[src/rtl/keyed_table_with_compaction_assert.svh]
// Assertion macros for the keyed table block.
// Included by ktc_ctrl, which checks its own control logic; needs nothing else.
`ifndef KEYED_TABLE_WITH_COMPACTION_ASSERT_SVH
`define KEYED_TABLE_WITH_COMPACTION_ASSERT_SVH

// Same-cycle implication: when ante holds, cons must hold at that edge
`define KTC_ASSERT_NOW(lbl, clk, rst, ante, cons, msg) \
   lbl: assert property (@(posedge clk) disable iff (rst) (ante) |-> (cons)) \
      else $error(msg);

// Next-cycle implication: when ante holds, cons must hold at the following edge
`define KTC_ASSERT_NEXT(lbl, clk, rst, ante, cons, msg) \
   lbl: assert property (@(posedge clk) disable iff (rst) (ante) |=> (cons)) \
      else $error(msg);

`endif

[src/rtl/ktc_pkg.sv]
// Shared types and constants for the keyed table block.
// Used by the channel interfaces, the sequencer and the top level; depends on nothing.
`default_nettype none

package ktc_pkg;

   // Fixed field widths of the channels
   localparam int REQ_W    = 2;
   localparam int KEY_W    = 15;
   localparam int TAG_W    = 16;
   localparam int POS_W    = 4;
   localparam int CNT_O_W  = 5;

   // Defaults for the top-level parameters
   localparam int SLOTS_DEF     = 16;
   localparam int NAME_BITS_DEF = 16;

   // Request codes
   localparam logic [REQ_W-1:0] REQ_CLEAR_ALL = 2'd0;
   localparam logic [REQ_W-1:0] REQ_SET       = 2'd1;
   localparam logic [REQ_W-1:0] REQ_REMOVE    = 2'd2;
   localparam logic [REQ_W-1:0] REQ_FIND      = 2'd3;

   typedef struct packed {
      logic [REQ_W-1:0] req_type;
      logic [KEY_W-1:0] key;
      logic [TAG_W-1:0] name_tag;
   } ktc_req_type;

   typedef struct packed {
      logic               hit;
      logic [POS_W-1:0]   position;
      logic [TAG_W-1:0]   found_name;
      logic [POS_W-1:0]   selected_index;
      logic [CNT_O_W-1:0] entry_count;
      logic               full_error;
   } ktc_rsp_type;

endpackage

`default_nettype wire

[src/rtl/ktc_chan_if.sv]
// Valid/ready channel interfaces for requests and responses of the keyed table.
// Depends on ktc_pkg for the field widths.
`default_nettype none

interface ktc_req_if;
   import ktc_pkg::*;

   logic             valid;
   logic             ready;
   logic [REQ_W-1:0] req_type;
   logic [KEY_W-1:0] key;
   logic [TAG_W-1:0] name_tag;

   modport source (output valid, output req_type, output key, output name_tag, input ready);
   modport sink   (input valid, input req_type, input key, input name_tag, output ready);
endinterface

interface ktc_rsp_if;
   import ktc_pkg::*;

   logic               valid;
   logic               ready;
   logic               hit;
   logic [POS_W-1:0]   position;
   logic [TAG_W-1:0]   found_name;
   logic [POS_W-1:0]   selected_index;
   logic [CNT_O_W-1:0] entry_count;
   logic               full_error;

   modport source (output valid, output hit, output position, output found_name,
                   output selected_index, output entry_count, output full_error,
                   input ready);
   modport sink   (input valid, input hit, input position, input found_name,
                   input selected_index, input entry_count, input full_error,
                   output ready);
endinterface

`default_nettype wire

[src/rtl/ktc_ram.sv]
// Generic simple dual-port RAM: one write port, one read port with registered data.
// Stand-alone; no package needed.
`default_nettype none

module ktc_ram #(
   parameter int WIDTH = 8,
   parameter int DEPTH = 16
) (
   input  wire logic                     clock,
   input  wire logic                     wr_en,
   input  wire logic [$clog2(DEPTH)-1:0] wr_addr,
   input  wire logic [WIDTH-1:0]         wr_data,
   input  wire logic                     rd_en,
   input  wire logic [$clog2(DEPTH)-1:0] rd_addr,
   output logic      [WIDTH-1:0]         rd_data
);

   logic [WIDTH-1:0] mem_ff [DEPTH];

   // Write port
   always_ff @(posedge clock) begin
      if (wr_en) begin
         mem_ff[wr_addr] <= wr_data;
      end
   end

   // Registered read port
   always_ff @(posedge clock) begin
      if (rd_en) begin
         rd_data <= mem_ff[rd_addr];
      end
   end

endmodule

`default_nettype wire

[src/rtl/ktc_ctrl.sv]
// Sequencer of the keyed table: walks the slot memory to look up a key,
// then updates, appends, compacts or clears entries. Depends on ktc_pkg and the assertion macros.
`default_nettype none
`include "keyed_table_with_compaction_assert.svh"

module ktc_ctrl #(
   parameter int SLOTS     = ktc_pkg::SLOTS_DEF,
   parameter int NAME_BITS = ktc_pkg::NAME_BITS_DEF
) (
   input  wire logic                                clock,
   input  wire logic                                reset,
   // request side
   input  wire logic                                in_valid,
   output logic                                     in_ready,
   input  wire ktc_pkg::ktc_req_type                in_cmd,
   // result side
   output logic                                     res_valid,
   input  wire logic                                res_ready,
   output ktc_pkg::ktc_rsp_type                     res,
   // slot memory
   output logic                                     wr_en,
   output logic [$clog2(SLOTS)-1:0]                 wr_addr,
   output logic [ktc_pkg::KEY_W+NAME_BITS-1:0]      wr_data,
   output logic                                     rd_en,
   output logic [$clog2(SLOTS)-1:0]                 rd_addr,
   input  wire logic [ktc_pkg::KEY_W+NAME_BITS-1:0] rd_data
);
   import ktc_pkg::*;

   localparam int IDX_W = $clog2(SLOTS);
   localparam int CNT_W = $clog2(SLOTS + 1);
   localparam int ENT_W = KEY_W + NAME_BITS;

   localparam logic [2:0] S_IDLE  = 3'd0;
   localparam logic [2:0] S_SCAN  = 3'd1;
   localparam logic [2:0] S_APPLY = 3'd2;
   localparam logic [2:0] S_SHIFT = 3'd3;
   localparam logic [2:0] S_DONE  = 3'd4;

   logic [2:0]           state_ff, state_in;
   ktc_req_type          cmd_ff, cmd_in;
   logic [CNT_W-1:0]     cnt_ff, cnt_in;
   logic [IDX_W-1:0]     sel_ff, sel_in;
   logic [CNT_W-1:0]     issue_ff, issue_in;
   logic                 pend_ff, pend_in;
   logic [IDX_W-1:0]     pidx_ff, pidx_in;
   logic                 hit_ff, hit_in;
   logic [IDX_W-1:0]     pos_ff, pos_in;
   logic [NAME_BITS-1:0] fname_ff, fname_in;
   logic                 full_ff, full_in;

   logic [KEY_W-1:0]       rd_key;
   logic                   key_zero;
   logic                   more;
   logic                   match;
   logic [NAME_BITS+TAG_W-1:0] name_in_wide;
   logic [NAME_BITS-1:0]   name_new;
   logic [NAME_BITS+TAG_W-1:0] fname_wide;
   logic [IDX_W+POS_W-1:0] pos_wide;
   logic [IDX_W+POS_W-1:0] sel_wide;
   logic [CNT_W+CNT_O_W-1:0] cnt_wide;

   assign rd_key       = rd_data[ENT_W-1 -: KEY_W];
   assign key_zero     = (cmd_ff.key == '0);
   assign more         = (issue_ff < cnt_ff);
   assign match        = pend_ff && (rd_key == cmd_ff.key);
   assign name_in_wide = {{NAME_BITS{1'b0}}, cmd_ff.name_tag};
   assign name_new     = name_in_wide[NAME_BITS-1:0];

   // Sequencer: lookup walk, update, compaction
   always_comb begin
      state_in = state_ff;
      cmd_in   = cmd_ff;
      cnt_in   = cnt_ff;
      sel_in   = sel_ff;
      issue_in = issue_ff;
      pend_in  = 1'b0;
      pidx_in  = pidx_ff;
      hit_in   = hit_ff;
      pos_in   = pos_ff;
      fname_in = fname_ff;
      full_in  = full_ff;
      in_ready = 1'b0;
      res_valid = 1'b0;
      wr_en    = 1'b0;
      wr_addr  = pos_ff;
      wr_data  = {cmd_ff.key, name_new};
      rd_en    = 1'b0;
      rd_addr  = issue_ff[IDX_W-1:0];
      case (state_ff)
         S_IDLE: begin
            in_ready = 1'b1;
            if (in_valid) begin
               cmd_in   = in_cmd;
               issue_in = '0;
               full_in  = 1'b0;
               state_in = S_SCAN;
            end
         end
         S_SCAN: begin
            // issue one read per cycle, compare the one that came back
            if (match) begin
               hit_in   = 1'b1;
               pos_in   = pidx_ff;
               fname_in = rd_data[NAME_BITS-1:0];
               state_in = S_APPLY;
            end else if (key_zero || !more) begin
               hit_in   = 1'b0;
               pos_in   = '0;
               fname_in = '0;
               state_in = S_APPLY;
            end else begin
               rd_en    = 1'b1;
               pend_in  = 1'b1;
               pidx_in  = issue_ff[IDX_W-1:0];
               issue_in = issue_ff + CNT_W'(1);
            end
         end
         S_APPLY: begin
            state_in = S_DONE;
            case (cmd_ff.req_type)
               REQ_CLEAR_ALL: begin
                  cnt_in = '0;
               end
               REQ_SET: begin
                  if (!key_zero) begin
                     if (hit_ff) begin
                        wr_en = 1'b1;
                     end else if (cnt_ff < CNT_W'(SLOTS)) begin
                        wr_en   = 1'b1;
                        wr_addr = cnt_ff[IDX_W-1:0];
                        cnt_in  = cnt_ff + CNT_W'(1);
                     end else begin
                        full_in = 1'b1;
                     end
                  end
               end
               REQ_REMOVE: begin
                  if (!key_zero) begin
                     sel_in = '0;
                     if (hit_ff) begin
                        issue_in = CNT_W'(pos_ff) + CNT_W'(1);
                        state_in = S_SHIFT;
                     end
                  end
               end
               REQ_FIND: begin
                  if (hit_ff) begin
                     sel_in = pos_ff;
                  end
               end
               default: begin
                  state_in = S_DONE;
               end
            endcase
         end
         S_SHIFT: begin
            // move each later entry down one slot, then drop the count
            if (pend_ff) begin
               wr_en   = 1'b1;
               wr_addr = pidx_ff - IDX_W'(1);
               wr_data = rd_data;
            end
            if (more) begin
               rd_en    = 1'b1;
               pend_in  = 1'b1;
               pidx_in  = issue_ff[IDX_W-1:0];
               issue_in = issue_ff + CNT_W'(1);
            end else if (!pend_ff) begin
               cnt_in   = cnt_ff - CNT_W'(1);
               state_in = S_DONE;
            end
         end
         S_DONE: begin
            res_valid = 1'b1;
            if (res_ready) begin
               state_in = S_IDLE;
            end
         end
         default: begin
            state_in = S_IDLE;
         end
      endcase
   end

   // Result fields, masked to the channel widths
   assign fname_wide = {{TAG_W{1'b0}}, fname_ff};
   assign pos_wide   = {{POS_W{1'b0}}, pos_ff};
   assign sel_wide   = {{POS_W{1'b0}}, sel_ff};
   assign cnt_wide   = {{CNT_O_W{1'b0}}, cnt_ff};

   always_comb begin
      res.hit            = hit_ff;
      res.position       = pos_wide[POS_W-1:0];
      res.found_name     = fname_wide[TAG_W-1:0];
      res.selected_index = sel_wide[POS_W-1:0];
      res.entry_count    = cnt_wide[CNT_O_W-1:0];
      res.full_error     = full_ff;
   end

   // Control state
   always_ff @(posedge clock) begin
      if (reset) begin
         state_ff <= S_IDLE;
         cnt_ff   <= '0;
         sel_ff   <= '0;
         pend_ff  <= 1'b0;
      end else begin
         state_ff <= state_in;
         cnt_ff   <= cnt_in;
         sel_ff   <= sel_in;
         pend_ff  <= pend_in;
      end
   end

   // Working registers of the current transfer
   always_ff @(posedge clock) begin
      cmd_ff   <= cmd_in;
      issue_ff <= issue_in;
      pidx_ff  <= pidx_in;
      hit_ff   <= hit_in;
      pos_ff   <= pos_in;
      fname_ff <= fname_in;
      full_ff  <= full_in;
   end

   `KTC_ASSERT_NOW(a_no_rw_collide, clock, reset, wr_en && rd_en, wr_addr != rd_addr, "slot read and written in the same cycle")
   `KTC_ASSERT_NOW(a_cnt_bound, clock, reset, 1'b1, cnt_ff <= CNT_W'(SLOTS), "entry count above table size")
   `KTC_ASSERT_NEXT(a_accept_scan, clock, reset, in_valid && in_ready, state_ff == S_SCAN, "accepted request did not start a lookup")
   `KTC_ASSERT_NOW(a_shift_remove, clock, reset, state_ff == S_SHIFT, cmd_ff.req_type == REQ_REMOVE && hit_ff, "compaction without a removed entry")
   `KTC_ASSERT_NOW(a_pend_read, clock, reset, pend_ff, $past(rd_en), "compare without a read issued")

endmodule

`default_nettype wire

[src/rtl/keyed_table_with_compaction.sv]
// Top level of the compacting keyed table: slot memory, sequencer and response register.
// Depends on ktc_pkg, ktc_chan_if, ktc_ram and ktc_ctrl.
//
//   channel | dir | handshake           | payload
//   --------+-----+---------------------+----------------------------------------------
//   req_ch  | in  | valid/ready         | req_type, key, name_tag
//   rsp_ch  | out | valid/ready         | hit, position, found_name, selected_index,
//           |     |                     | entry_count, full_error
//
// One request at a time. The lookup walks the slot memory one read per cycle, stopping at the
// match. A remove with a match then moves each later entry down one slot, as compaction
// reads and writes one slot a cycle.
// Synchronous reset empties the table through the fill count; no memory pass is needed.
// The response register frees the sequencer, so the next request is taken while the
// previous response still waits; only a second finished response stalls the sequencer.
`default_nettype none

module keyed_table_with_compaction #(
   parameter int SLOTS     = ktc_pkg::SLOTS_DEF,
   parameter int NAME_BITS = ktc_pkg::NAME_BITS_DEF
) (
   input  wire logic clock,
   input  wire logic reset,
   ktc_req_if.sink   req_ch,
   ktc_rsp_if.source rsp_ch
);
   import ktc_pkg::*;

   localparam int IDX_W = $clog2(SLOTS);
   localparam int ENT_W = KEY_W + NAME_BITS;

   ktc_req_type       req_cmd;
   ktc_rsp_type       res;
   logic              res_valid;
   logic              res_ready;
   logic              wr_en;
   logic [IDX_W-1:0]  wr_addr;
   logic [ENT_W-1:0]  wr_data;
   logic              rd_en;
   logic [IDX_W-1:0]  rd_addr;
   logic [ENT_W-1:0]  rd_data;
   logic              rsp_vld_ff, rsp_vld_in;
   ktc_rsp_type       rsp_dat_ff, rsp_dat_in;

   assign req_cmd.req_type = req_ch.req_type;
   assign req_cmd.key      = req_ch.key;
   assign req_cmd.name_tag = req_ch.name_tag;

   ktc_ram #(
      .WIDTH (ENT_W),
      .DEPTH (SLOTS)
   ) u_slots (
      .clock   (clock),
      .wr_en   (wr_en),
      .wr_addr (wr_addr),
      .wr_data (wr_data),
      .rd_en   (rd_en),
      .rd_addr (rd_addr),
      .rd_data (rd_data)
   );

   ktc_ctrl #(
      .SLOTS     (SLOTS),
      .NAME_BITS (NAME_BITS)
   ) u_ctrl (
      .clock     (clock),
      .reset     (reset),
      .in_valid  (req_ch.valid),
      .in_ready  (req_ch.ready),
      .in_cmd    (req_cmd),
      .res_valid (res_valid),
      .res_ready (res_ready),
      .res       (res),
      .wr_en     (wr_en),
      .wr_addr   (wr_addr),
      .wr_data   (wr_data),
      .rd_en     (rd_en),
      .rd_addr   (rd_addr),
      .rd_data   (rd_data)
   );

   // Response register: load when empty or drained this cycle, drop after transfer
   assign res_ready = !rsp_vld_ff || rsp_ch.ready;

   always_comb begin
      rsp_vld_in = rsp_vld_ff;
      rsp_dat_in = rsp_dat_ff;
      if (res_valid && res_ready) begin
         rsp_vld_in = 1'b1;
         rsp_dat_in = res;
      end else if (rsp_ch.ready) begin
         rsp_vld_in = 1'b0;
      end
   end

   always_ff @(posedge clock) begin
      if (reset) begin
         rsp_vld_ff <= 1'b0;
      end else begin
         rsp_vld_ff <= rsp_vld_in;
      end
   end

   always_ff @(posedge clock) begin
      rsp_dat_ff <= rsp_dat_in;
   end

   assign rsp_ch.valid          = rsp_vld_ff;
   assign rsp_ch.hit            = rsp_dat_ff.hit;
   assign rsp_ch.position       = rsp_dat_ff.position;
   assign rsp_ch.found_name     = rsp_dat_ff.found_name;
   assign rsp_ch.selected_index = rsp_dat_ff.selected_index;
   assign rsp_ch.entry_count    = rsp_dat_ff.entry_count;
   assign rsp_ch.full_error     = rsp_dat_ff.full_error;

endmodule

`default_nettype wire
[src/flat_wrapper.sv]
// flat-port wrapper written by rule: the top's interface ports become plain ports
module keyed_table_with_compaction_flat import ktc_pkg::*;
#(
   parameter int SLOTS     = ktc_pkg::SLOTS_DEF,
   parameter int NAME_BITS = ktc_pkg::NAME_BITS_DEF
)
  (clock, reset, req_ch_valid, req_ch_req_type, req_ch_key, req_ch_name_tag, req_ch_ready, rsp_ch_valid, rsp_ch_hit, rsp_ch_position, rsp_ch_found_name, rsp_ch_selected_index, rsp_ch_entry_count, rsp_ch_full_error, rsp_ch_ready);
  ktc_req_if req_ch_i ();
  ktc_rsp_if rsp_ch_i ();
  input  wire logic clock;
  input  wire logic reset;
  input wire logic [$bits(req_ch_i.valid)-1:0] req_ch_valid;
  input wire logic [$bits(req_ch_i.req_type)-1:0] req_ch_req_type;
  input wire logic [$bits(req_ch_i.key)-1:0] req_ch_key;
  input wire logic [$bits(req_ch_i.name_tag)-1:0] req_ch_name_tag;
  output wire logic [$bits(req_ch_i.ready)-1:0] req_ch_ready;
  output wire logic [$bits(rsp_ch_i.valid)-1:0] rsp_ch_valid;
  output wire logic [$bits(rsp_ch_i.hit)-1:0] rsp_ch_hit;
  output wire logic [$bits(rsp_ch_i.position)-1:0] rsp_ch_position;
  output wire logic [$bits(rsp_ch_i.found_name)-1:0] rsp_ch_found_name;
  output wire logic [$bits(rsp_ch_i.selected_index)-1:0] rsp_ch_selected_index;
  output wire logic [$bits(rsp_ch_i.entry_count)-1:0] rsp_ch_entry_count;
  output wire logic [$bits(rsp_ch_i.full_error)-1:0] rsp_ch_full_error;
  input wire logic [$bits(rsp_ch_i.ready)-1:0] rsp_ch_ready;
  assign req_ch_i.valid = req_ch_valid;
  assign req_ch_i.req_type = req_ch_req_type;
  assign req_ch_i.key = req_ch_key;
  assign req_ch_i.name_tag = req_ch_name_tag;
  assign req_ch_ready = req_ch_i.ready;
  assign rsp_ch_valid = rsp_ch_i.valid;
  assign rsp_ch_hit = rsp_ch_i.hit;
  assign rsp_ch_position = rsp_ch_i.position;
  assign rsp_ch_found_name = rsp_ch_i.found_name;
  assign rsp_ch_selected_index = rsp_ch_i.selected_index;
  assign rsp_ch_entry_count = rsp_ch_i.entry_count;
  assign rsp_ch_full_error = rsp_ch_i.full_error;
  assign rsp_ch_i.ready = rsp_ch_ready;
  keyed_table_with_compaction #(.SLOTS(SLOTS), .NAME_BITS(NAME_BITS)) u_core (.clock(clock), .reset(reset), .req_ch(req_ch_i), .rsp_ch(rsp_ch_i));
endmodule
[config.mk]
export PLATFORM = sky130hd
export DESIGN_NAME = keyed_table_with_compaction_flat
export DESIGN_NICKNAME = d
export VERILOG_FILES = /design/src/rtl/ktc_pkg.sv /design/src/rtl/ktc_chan_if.sv /design/src/rtl/ktc_ram.sv /design/src/rtl/ktc_ctrl.sv /design/src/rtl/keyed_table_with_compaction.sv /design/src/flat_wrapper.sv
export VERILOG_INCLUDE_DIRS = /design/src /design/src/rtl
export SDC_FILE = /design/constraint.sdc
export NUM_CORES = 1
export LEC_CHECK = 0
export BUFFER_PORTS_ARGS = -buffer_cell sky130_fd_sc_hd__buf_2
export CAP_MARGIN = 0
export CORE_AREA = 8 8 203 244
export DETAILED_ROUTE_END_ITERATION = 12
export DIE_AREA = 0 0 211 252
export PLACE_DENSITY = 0.71
export SETUP_SLACK_MARGIN = 0.3
export SYNTH_ARGS = -nofsm -noshare
export SYNTH_HDL_FRONTEND = slang
export SYNTH_HIERARCHICAL = 1
export SYNTH_SLANG_ARGS = --single-unit
[constraint.sdc]
create_clock -name clock -period 4.95 [get_ports clock]
set_input_delay 0.495 -clock clock [delete_from_list [all_inputs] [get_ports clock]]
set_output_delay 0.495 -clock clock [all_outputs]
set_load 0.01 [all_outputs]
==> impl_metrics.csv, run 1 <==
group,metric,value,unit
status,run_status,"complete, no violations",
place,dp_cells,1903,
sta,period_share,0.858,
synth,synth_area,0.0247,mm^2
power,netSwitchingPower,0.00419,W
synth,post_synth_cell_types,64,
route,detail_route.first_pass.iterations,5,
synth,synth.avg_cell_area,19.6,um^2
sta,hold_viol,0,
sta,setup_tns,0,ps
global_route,grt_start_max_net_pins,127,
flow_run,drv_cap,0,
power,pwr-share-comb,0.242,
power,leakagePower,8.85,nW
clock_network,cts_max_level,2,
setup_path,cp.required,5210,ps
cells_and_area,n_fill_cell,3164,
place,finalWeightedCongestion,0.854,
cells_and_area,post_route_cells_drive_above_1_share,0.250,
sta,max_slew.worst_pin.slew,1100,ps
route,detail-route-antenna-nets,0,
clock_network,postCtsSetupBuffers,0,
setup_path,critical_path.startpoint_type,"flop",
route,routed_wl_per_cell,25.0,um
sta,report.final.setup_viol,0,
clock_network,cts_buffer_depth,3,
setup_path,setup.reg_to_reg.worst_slack,700,ps
setup_path,criticalPathCategory,"flop to flop",
clock_network,post_cts_resize_count,0,
setup_path,critPathArrivalTime,4510,ps
cells_and_area,syn2layout_area_growth,11.8,%
floorplanning,fp.coreArea,0.0455,mm^2
floorplanning,die_w,211,um
clock_network,cts_sinks,636,
clock_network,cts_tree,"built",
route,dr_total_vias,12140,
route,viasPerCell,6.05,
synth,yosys_register_bits,636,
synth,asr_flop_ratio_synth,0,
setup_path,worst-r2r-cell-count,9,
power,p_per_area,530,mW/mm^2
global_route,grt_overflow,0,
sta,worst_slew_slack_as_a_fraction_of_its_limit,0.265,
sta,rsz0062_at_grt,"no",
clock_network,cts_buffers,56,
cells_and_area,layout.cells.most_common,"sky130_fd_sc_hd__edfxtp_1",
synth,synth_enable_flop_cells,622,
cells_and_area,stdcell_count,2005,
floorplanning,die_height,252,um
setup_path,crit_path_max_fanout,16,
floorplanning,ios,70,
global_route,grt_pass1_vias,12166,
power,p_int,0.0104,W
sta,max_clock_freq,235,MHz
cells_and_area,mostFrequentLayoutCells,"sky130_fd_sc_hd__edfxtp_1, sky130_fd_sc_hd__nand2_1, sky130_fd_sc_hd__mux4_2",
global_route,grt_antenna_before_repair,1,
synth,post_synth_inst_count,1258,
sta,drv_slew,0,
power,worst_ir_drop_on_vdd,0.330,mV
clock_network,path_clk_slew,60,ps
power,power.switching_fraction,0.287,
floorplanning,floorplan.initialDensity,0.542,
route,drt_first_iter_violations,1195,
global_route,grt.total_usage,0.187,
synth,synth.yosys.warnings,6,
route,remaining_drc_errors,0,
clock_network,clk_latency,580,ps
place,portBuffers,69,
sta,finalWorstPathRequiredPeriod,4250,ps
synth,synth_seq_area_share,0.768,
synth,ys_dominant_reg_cell,"sky130_fd_sc_hd__edfxtp_1",
synth,postSynthNetCount,1303,
floorplanning,fp-row-count,86,
sta,finalClockSkew,14.1,ps
cells_and_area,antennaDiodeCount,0,
min_path,whs_path_depth,1,
clock_network,ctsRootBufferMaster,"sky130_fd_sc_hd__clkbuf_16",
cells_and_area,layout.nets,1390,
route,routed_wirelength,50200,um
min_path,hp-start,"req_ch_name_tag[7]",
place,dp_hpwl,31000,um
setup_path,timing.critical_path.to_type,"flop",
setup_path,regToRegEndpoint,"u_core/u_slots/mem_ff[2][19]$_DFFE_PP_",
setup_path,worstReg2RegStart,"u_core/u_ctrl/cmd_ff[26]$_DFFE_PP_",
global_route,wire_length_of_the_first_global_routing_pass,74900,um
clock_network,cts_hold_repair.buffers,0,
min_path,hold_class,"primary input to flop",
setup_path,setup.worst_path.start,"u_core/u_ctrl/cmd_ff[26]$_DFFE_PP_",
min_path,hold-path-endpoint,"u_core/u_ctrl/name_new[7]$_DFFE_PP_",
power,power_frac_seq,0.473,
power,clockPowerShare,0.285,
floorplanning,area_enclosed_by_the_die_boundary,0.0532,mm^2
==> how the worst max path moves through the flow <==
stage                                                        end  slack, ps  cells past startpoint
after floorplan            u_core/u_slots/mem_ff[0][0]$_DFFE_PP_        400                      9
after global placement    u_core/u_slots/mem_ff[1][30]$_DFFE_PP_        900                      9
after detailed placement  u_core/u_slots/mem_ff[2][20]$_DFFE_PP_        820                      9
after CTS                 u_core/u_slots/mem_ff[2][19]$_DFFE_PP_        780                      9
after global routing      u_core/u_slots/mem_ff[2][19]$_DFFE_PP_        460                      9
final                     u_core/u_slots/mem_ff[2][19]$_DFFE_PP_        700                      9
==> synthesized netlist by cell type, types with 2 or more instances <==
cell type	count	area, um^2
sky130_fd_sc_hd__dfxtp_1	14	280
sky130_fd_sc_hd__nand2_1	145	544
sky130_fd_sc_hd__a22oi_1	65	488
sky130_fd_sc_hd__or2_2	3	18.8
sky130_fd_sc_hd__o22ai_1	7	43.8
sky130_fd_sc_hd__buf_2	17	85.1
sky130_fd_sc_hd__nand3b_1	2	15.0
sky130_fd_sc_hd__clkbuf_1	30	113
sky130_fd_sc_hd__nor3_1	12	60.1
sky130_fd_sc_hd__nand2b_1	9	56.3
sky130_fd_sc_hd__edfxtp_1	622	18700
sky130_fd_sc_hd__inv_1	10	37.5
sky130_fd_sc_hd__buf_6	10	113
sky130_fd_sc_hd__nor2_1	28	105
sky130_fd_sc_hd__mux2_2	3	33.8
sky130_fd_sc_hd__nor2b_1	4	25.0
sky130_fd_sc_hd__nand4_1	5	31.3
sky130_fd_sc_hd__and3_1	3	18.8
sky130_fd_sc_hd__o21ai_0	8	40.0
sky130_fd_sc_hd__nand3_1	7	35.0
sky130_fd_sc_hd__mux2i_1	6	60.1
sky130_fd_sc_hd__nor4_2	4	50.1
sky130_fd_sc_hd__o21ai_1	2	10.0
sky130_fd_sc_hd__or3_1	3	18.8
sky130_fd_sc_hd__a21boi_0	2	15.0
sky130_fd_sc_hd__buf_4	7	52.6
sky130_fd_sc_hd__a21oi_1	12	60.1
sky130_fd_sc_hd__a31oi_1	5	31.3
sky130_fd_sc_hd__and4_1	3	26.3
sky130_fd_sc_hd__xor2_1	4	35.0
sky130_fd_sc_hd__o32ai_1	2	17.5
sky130_fd_sc_hd__xnor2_1	18	158
sky130_fd_sc_hd__mux4_2	124	2790
sky130_fd_sc_hd__and2_1	23	144
sky130_fd_sc_hd__buf_1	3	11.3
sky130_fd_sc_hd__ha_1	8	100
==> power groups by stage <==
stage,clock (W),sequential [W],combinational [W]
floorplan,0,0.00692,0.00259
global placement,0,0.00702,0.00348
detailed placement,0,0.00703,0.00355
CTS,0.00425,0.00692,0.00356
global route,0.00442,0.00695,0.00379
finish,0.00416,0.00692,0.00354
==> logic make-up after synthesis <==
family,share of synthesized area
flip-flops,0.768
buffers and inverters,0.0172
AO/OA/AOI/OAI,0.0334
XOR/XNOR,0.00781
multiplexers,0.118
adder cells (fa/ha/maj),0.00406
AND/OR/NAND/NOR,0.0520
==> metal layers <==
| layer | GRT usage | wire (um) | vias to the layer above |
|---|---|---|---|
| met5 | 0 | 0 | - |
| met4 | 0.0564 | 1260 | 0 |
| met3 | 0.0319 | 4040 | 82 |
| met2 | 0.301 | 24400 | 538 |
| met1 | 0.263 | 20600 | 6289 |
| li1 | - | - | 5231 |
==> flip-flops by register name, indices dropped and copies added (netlist names) <==
name	count
u_core/rsp_ch.found_name	16
u_core/rsp_ch.full_error	1
u_core/rsp_ch.hit	1
u_core/rsp_ch.position	4
u_core/u_ctrl/name_new	16
u_core/u_ctrl/pend_ff	1
u_core/u_ctrl/pos_ff	4
u_core/u_ctrl/hit_ff	1
u_core/rsp_ch.entry_count	5
u_core/u_ctrl/state_ff	3
u_core/u_slots/rd_data	31
u_core/u_ctrl/issue_ff	5
u_core/u_ctrl/full_ff	1
u_core/u_ctrl/sel_ff	4
u_core/u_ctrl/cmd_ff	17
u_core/rsp_ch.selected_index	4
u_core/rsp_ch.valid	1
u_core/u_slots/mem_ff	496
u_core/u_ctrl/fname_ff	16
u_core/u_ctrl/cnt_ff	5
u_core/u_ctrl/pidx_ff	4
==> layout make-up <==
class,count,area [um^2],share of cell area
Timing Repair Buffer,97,606,0.0219
Multi-Input combinational cell,543,5460,0.198
Sequential cell,636,19000,0.687
Clock inverter,31,259,0.00938
Tap cell,616,771,0.0279
Inverter,11,41.3,0.00150
Clock buffer,71,1510,0.0547
==> per-stage QoR <==
| stage | instance area (um^2) | power, W | setup WS [ps] | util | hold slack (ps) |
|---|---|---|---|---|---|
| floorplan | 24700 | 0.00951 | 396 | - | 400 |
| global placement | 25800 | 0.0105 | 897 | 0.568 | 403 |
| global route | 27600 | 0.0152 | 457 | 0.606 | 66.9 |
| detailed placement | 25800 | 0.0106 | 816 | 0.568 | 405 |
| finish | 27600 | 0.0146 | 702 | 0.606 | 97.9 |
| CTS | 27600 | 0.0147 | 781 | 0.606 | 67.2 |
==> critical path, stage by stage, from the launching register on <==
cell,delay [ps]
sky130_fd_sc_hd__edfxtp_1,430
sky130_fd_sc_hd__nor4_2,440
sky130_fd_sc_hd__and4_1,570
sky130_fd_sc_hd__nor4_2,150
sky130_fd_sc_hd__nand2_1,150
sky130_fd_sc_hd__o22ai_1,100
sky130_fd_sc_hd__a21oi_1,670
sky130_fd_sc_hd__nand2b_1,440
sky130_fd_sc_hd__nor2_4,600
sky130_fd_sc_hd__buf_4,360
(Power assumes the default switching activity.)
==> inputs of run 2 (changes only) <==
--- a/config.mk
+++ b/config.mk
@@ -11,6 +11,7 @@
 export CORE_AREA = 8 8 203 244
 export DETAILED_ROUTE_END_ITERATION = 12
 export DIE_AREA = 0 0 211 252
+export GPL_TIMING_DRIVEN = 0
 export PLACE_DENSITY = 0.71
 export SETUP_SLACK_MARGIN = 0.3
 export SYNTH_ARGS = -nofsm -noshare
==> run 2 against run 1 <==
- non-clock buffer count up 72
- clock skew up 14 ps
- clock power barely moved
- largest power group unchanged
==> impl_metrics.csv, run 2 (synthesis results as in run 1) <==
group,metric,value,unit
clock_network,cts_hold_repair.buffers,0,
route,remaining_drc_errors,0,
route,viasPerCell,6.04,
sta,drv_slew,0,
sta,max_slew.worst_pin.slew,999,ps
cells_and_area,postLayoutCoreUtil,0.620,
route,dr_total_vias,12569,
place,dp_hpwl,35300,um
place,placed_cell_area,0.0265,mm^2
power,worst_ir_drop_on_vdd,0.273,mV
setup_path,crit_path_max_fanout,19,
place,finalWeightedCongestion,0.819,
floorplanning,fp-row-count,86,
route,drt_first_iter_violations,1476,
sta,finalClockSkew,28.6,ps
power,leakagePower,9.15,nW
clock_network,cts_buffers,58,
clock_network,ctsRootBufferMaster,"sky130_fd_sc_hd__clkbuf_16",
floorplanning,die_w,211,um
setup_path,timing.critical_path.to_type,"flop",
sta,worst_slew_slack_as_a_fraction_of_its_limit,0.325,
global_route,grt_pass1_vias,12908,
sta,finalWorstPathRequiredPeriod,4220,ps
global_route,grt_overflow,0,
setup_path,critical_path.startpoint_type,"flop",
sta,final_critical_path_setup_slack,731,ps
clock_network,cts_sinks,636,
cells_and_area,n_fill_cell,3149,
route,routed_wirelength,54600,um
cells_and_area,design_area,0.0282,mm^2
setup_path,critPathSlowestCell,"sky130_fd_sc_hd__nor2_4",
global_route,wire_length_of_the_first_global_routing_pass,80800,um
setup_path,setup.worst_path.start,"u_core/u_ctrl/cmd_ff[18]$_DFFE_PP_",
power,p_total,0.0148,W
clock_network,cts_buffer_depth,3,
cells_and_area,antennaDiodeCount,0,
place,pre_cts_slack,781,ps
clock_network,postCtsSetupBuffers,0,
floorplanning,area_enclosed_by_the_die_boundary,0.0532,mm^2
route,detail_route.first_pass.iterations,7,
setup_path,crit_chain,"nor3_1 > and4_1 > buf_6 > nor4_2 > nand2_1 > o22ai_1 > a21oi_1 > nand2b_1 > nor2_4 > buf_16",
setup_path,regToRegEndpoint,"u_core/u_slots/mem_ff[9][10]$_DFFE_PP_",
setup_path,path_buf_inv,2,
global_route,grt_start_max_net_pins,32,
cells_and_area,largest_reg_flops,496,
setup_path,worstReg2RegStart,"u_core/u_ctrl/cmd_ff[18]$_DFFE_PP_",
global_route,grt_antenna_before_repair,0,
min_path,hold_class,"primary input to flop",
setup_path,critPathArrivalTime,4550,ps
cells_and_area,syn2layout_area_growth,14.3,%
setup_path,criticalPathCategory,"flop to flop",
cells_and_area,layout.cells.most_common,"sky130_fd_sc_hd__edfxtp_1",
sta,report.final.setup_viol,0,
clock_network,post_cts_resize_count,0,
cells_and_area,register_with_the_most_flip_flops,"u_core/u_slots/mem_ff",
setup_path,crit_end,"u_core/u_slots/mem_ff[9][10]$_DFFE_PP_",
status,run_status,"complete, no violations",
cells_and_area,mostFrequentLayoutCells,"sky130_fd_sc_hd__edfxtp_1, sky130_fd_sc_hd__nand2_1, sky130_fd_sc_hd__mux4_2",
flow_run,drv_cap,0,
route,detail-route-antenna-nets,0,
global_route,grt.total_usage,0.207,
sta,hold_viol,0,
sta,rsz0062_at_grt,"no",
sta,max_clock_freq,237,MHz
power,p_per_area,525,mW/mm^2
sta,hold_ws,41.7,ps
clock_network,cts_max_level,2,
setup_path,total_stage_count_of_the_critical_path,10,
cells_and_area,largest_registers,"u_core/u_slots/mem_ff: 496 flops, u_core/u_slots/rd_data: 31 flops, u_core/u_ctrl/cmd_ff: 17 flops",
floorplanning,floorplan.initialDensity,0.542,
floorplanning,fp.coreArea,0.0455,mm^2
cells_and_area,layout.nets,1464,
setup_path,critical_path.max_stage_delay,790,ps
floorplanning,die_height,252,um
setup_path,worst-r2r-cell-count,10,
floorplanning,ios,70,
place,portBuffers,69,
setup_path,cp.required,5280,ps
cells_and_area,post_route_cells_drive_above_1_share,0.262,
setup_path,setup.reg_to_reg.worst_slack,730,ps
clock_network,cts_tree,"built",
clock_network,clk_latency,630,ps
setup_path,critPathTopFamily,"simple AND/OR/NAND/NOR gates",
clock_network,path_clk_slew,60,ps
sta,period_share,0.852,
route,routed_wl_per_cell,26.3,um
run 2: worst min path at each step:
stage	from	to	slack (ps)	cells past startpoint
floorplan	u_core/u_ctrl/fname_ff[0]$_SDFFCE_PN0P_	u_core/rsp_ch.found_name[0]$_DFFE_PP_	400	0
global route	req_ch_name_tag[6]	u_core/u_ctrl/name_new[6]$_DFFE_PP_	20	1
finish	req_ch_name_tag[6]	u_core/u_ctrl/name_new[6]$_DFFE_PP_	40	1
detailed placement	u_core/u_ctrl/fname_ff[4]$_SDFFCE_PN0P_	u_core/rsp_ch.found_name[4]$_DFFE_PP_	400	0
global placement	u_core/u_ctrl/fname_ff[3]$_SDFFCE_PN0P_	u_core/rsp_ch.found_name[3]$_DFFE_PP_	400	0
CTS	req_ch_name_tag[6]	u_core/u_ctrl/name_new[6]$_DFFE_PP_	6	1
run 2: power breakdown:
group | leakage (nW) | switching [W] | internal, W
clock network | 0.869 | 0.00188 | 0.00228
logic | 2.53 | 0.00222 | 0.00153
registers | 5.75 | 0.000220 | 0.00667
run 2: stage by stage:
step	std cells	TNS, ps
CTS	2080	0
floorplan	1258	0
global route	2080	0
finish	2080	0
global placement	1943	-649840
detailed placement	1975	0
run 2: per-layer routing:
| layer | vias to the layer above | global-route usage | wire (um) |
|---|---|---|---|
| met2 | 555 | 0.347 | 27800 |
| met3 | 100 | 0.0319 | 3980 |
| met4 | 0 | 0.0745 | 1600 |
| met5 | - | 0 | 0 |
| li1 | 5393 | - | - |
| met1 | 6521 | 0.274 | 21200 |
run 2: cell type report:
cell class	count	area [um^2]	share of cell area
sequential	636	19000	0.672
timing repair buffer	101	861	0.0305
inverter	11	41.3	0.00146
clock inverter	38	248	0.00878
multi-input combinational	543	5440	0.193
buffer	68	384	0.0136
tap	616	771	0.0273
clock buffer	67	1510	0.0534
run 2: worst reg2reg max path, stage by stage, from the launching register on:
cell,delay [ps]
sky130_fd_sc_hd__edfxtp_1,470
sky130_fd_sc_hd__nor3_1,550
sky130_fd_sc_hd__and4_1,350
sky130_fd_sc_hd__buf_6,170
sky130_fd_sc_hd__nor4_2,80
sky130_fd_sc_hd__nand2_1,150
sky130_fd_sc_hd__o22ai_1,100
sky130_fd_sc_hd__a21oi_1,620
sky130_fd_sc_hd__nand2b_1,400
sky130_fd_sc_hd__nor2_4,790
sky130_fd_sc_hd__buf_16,260
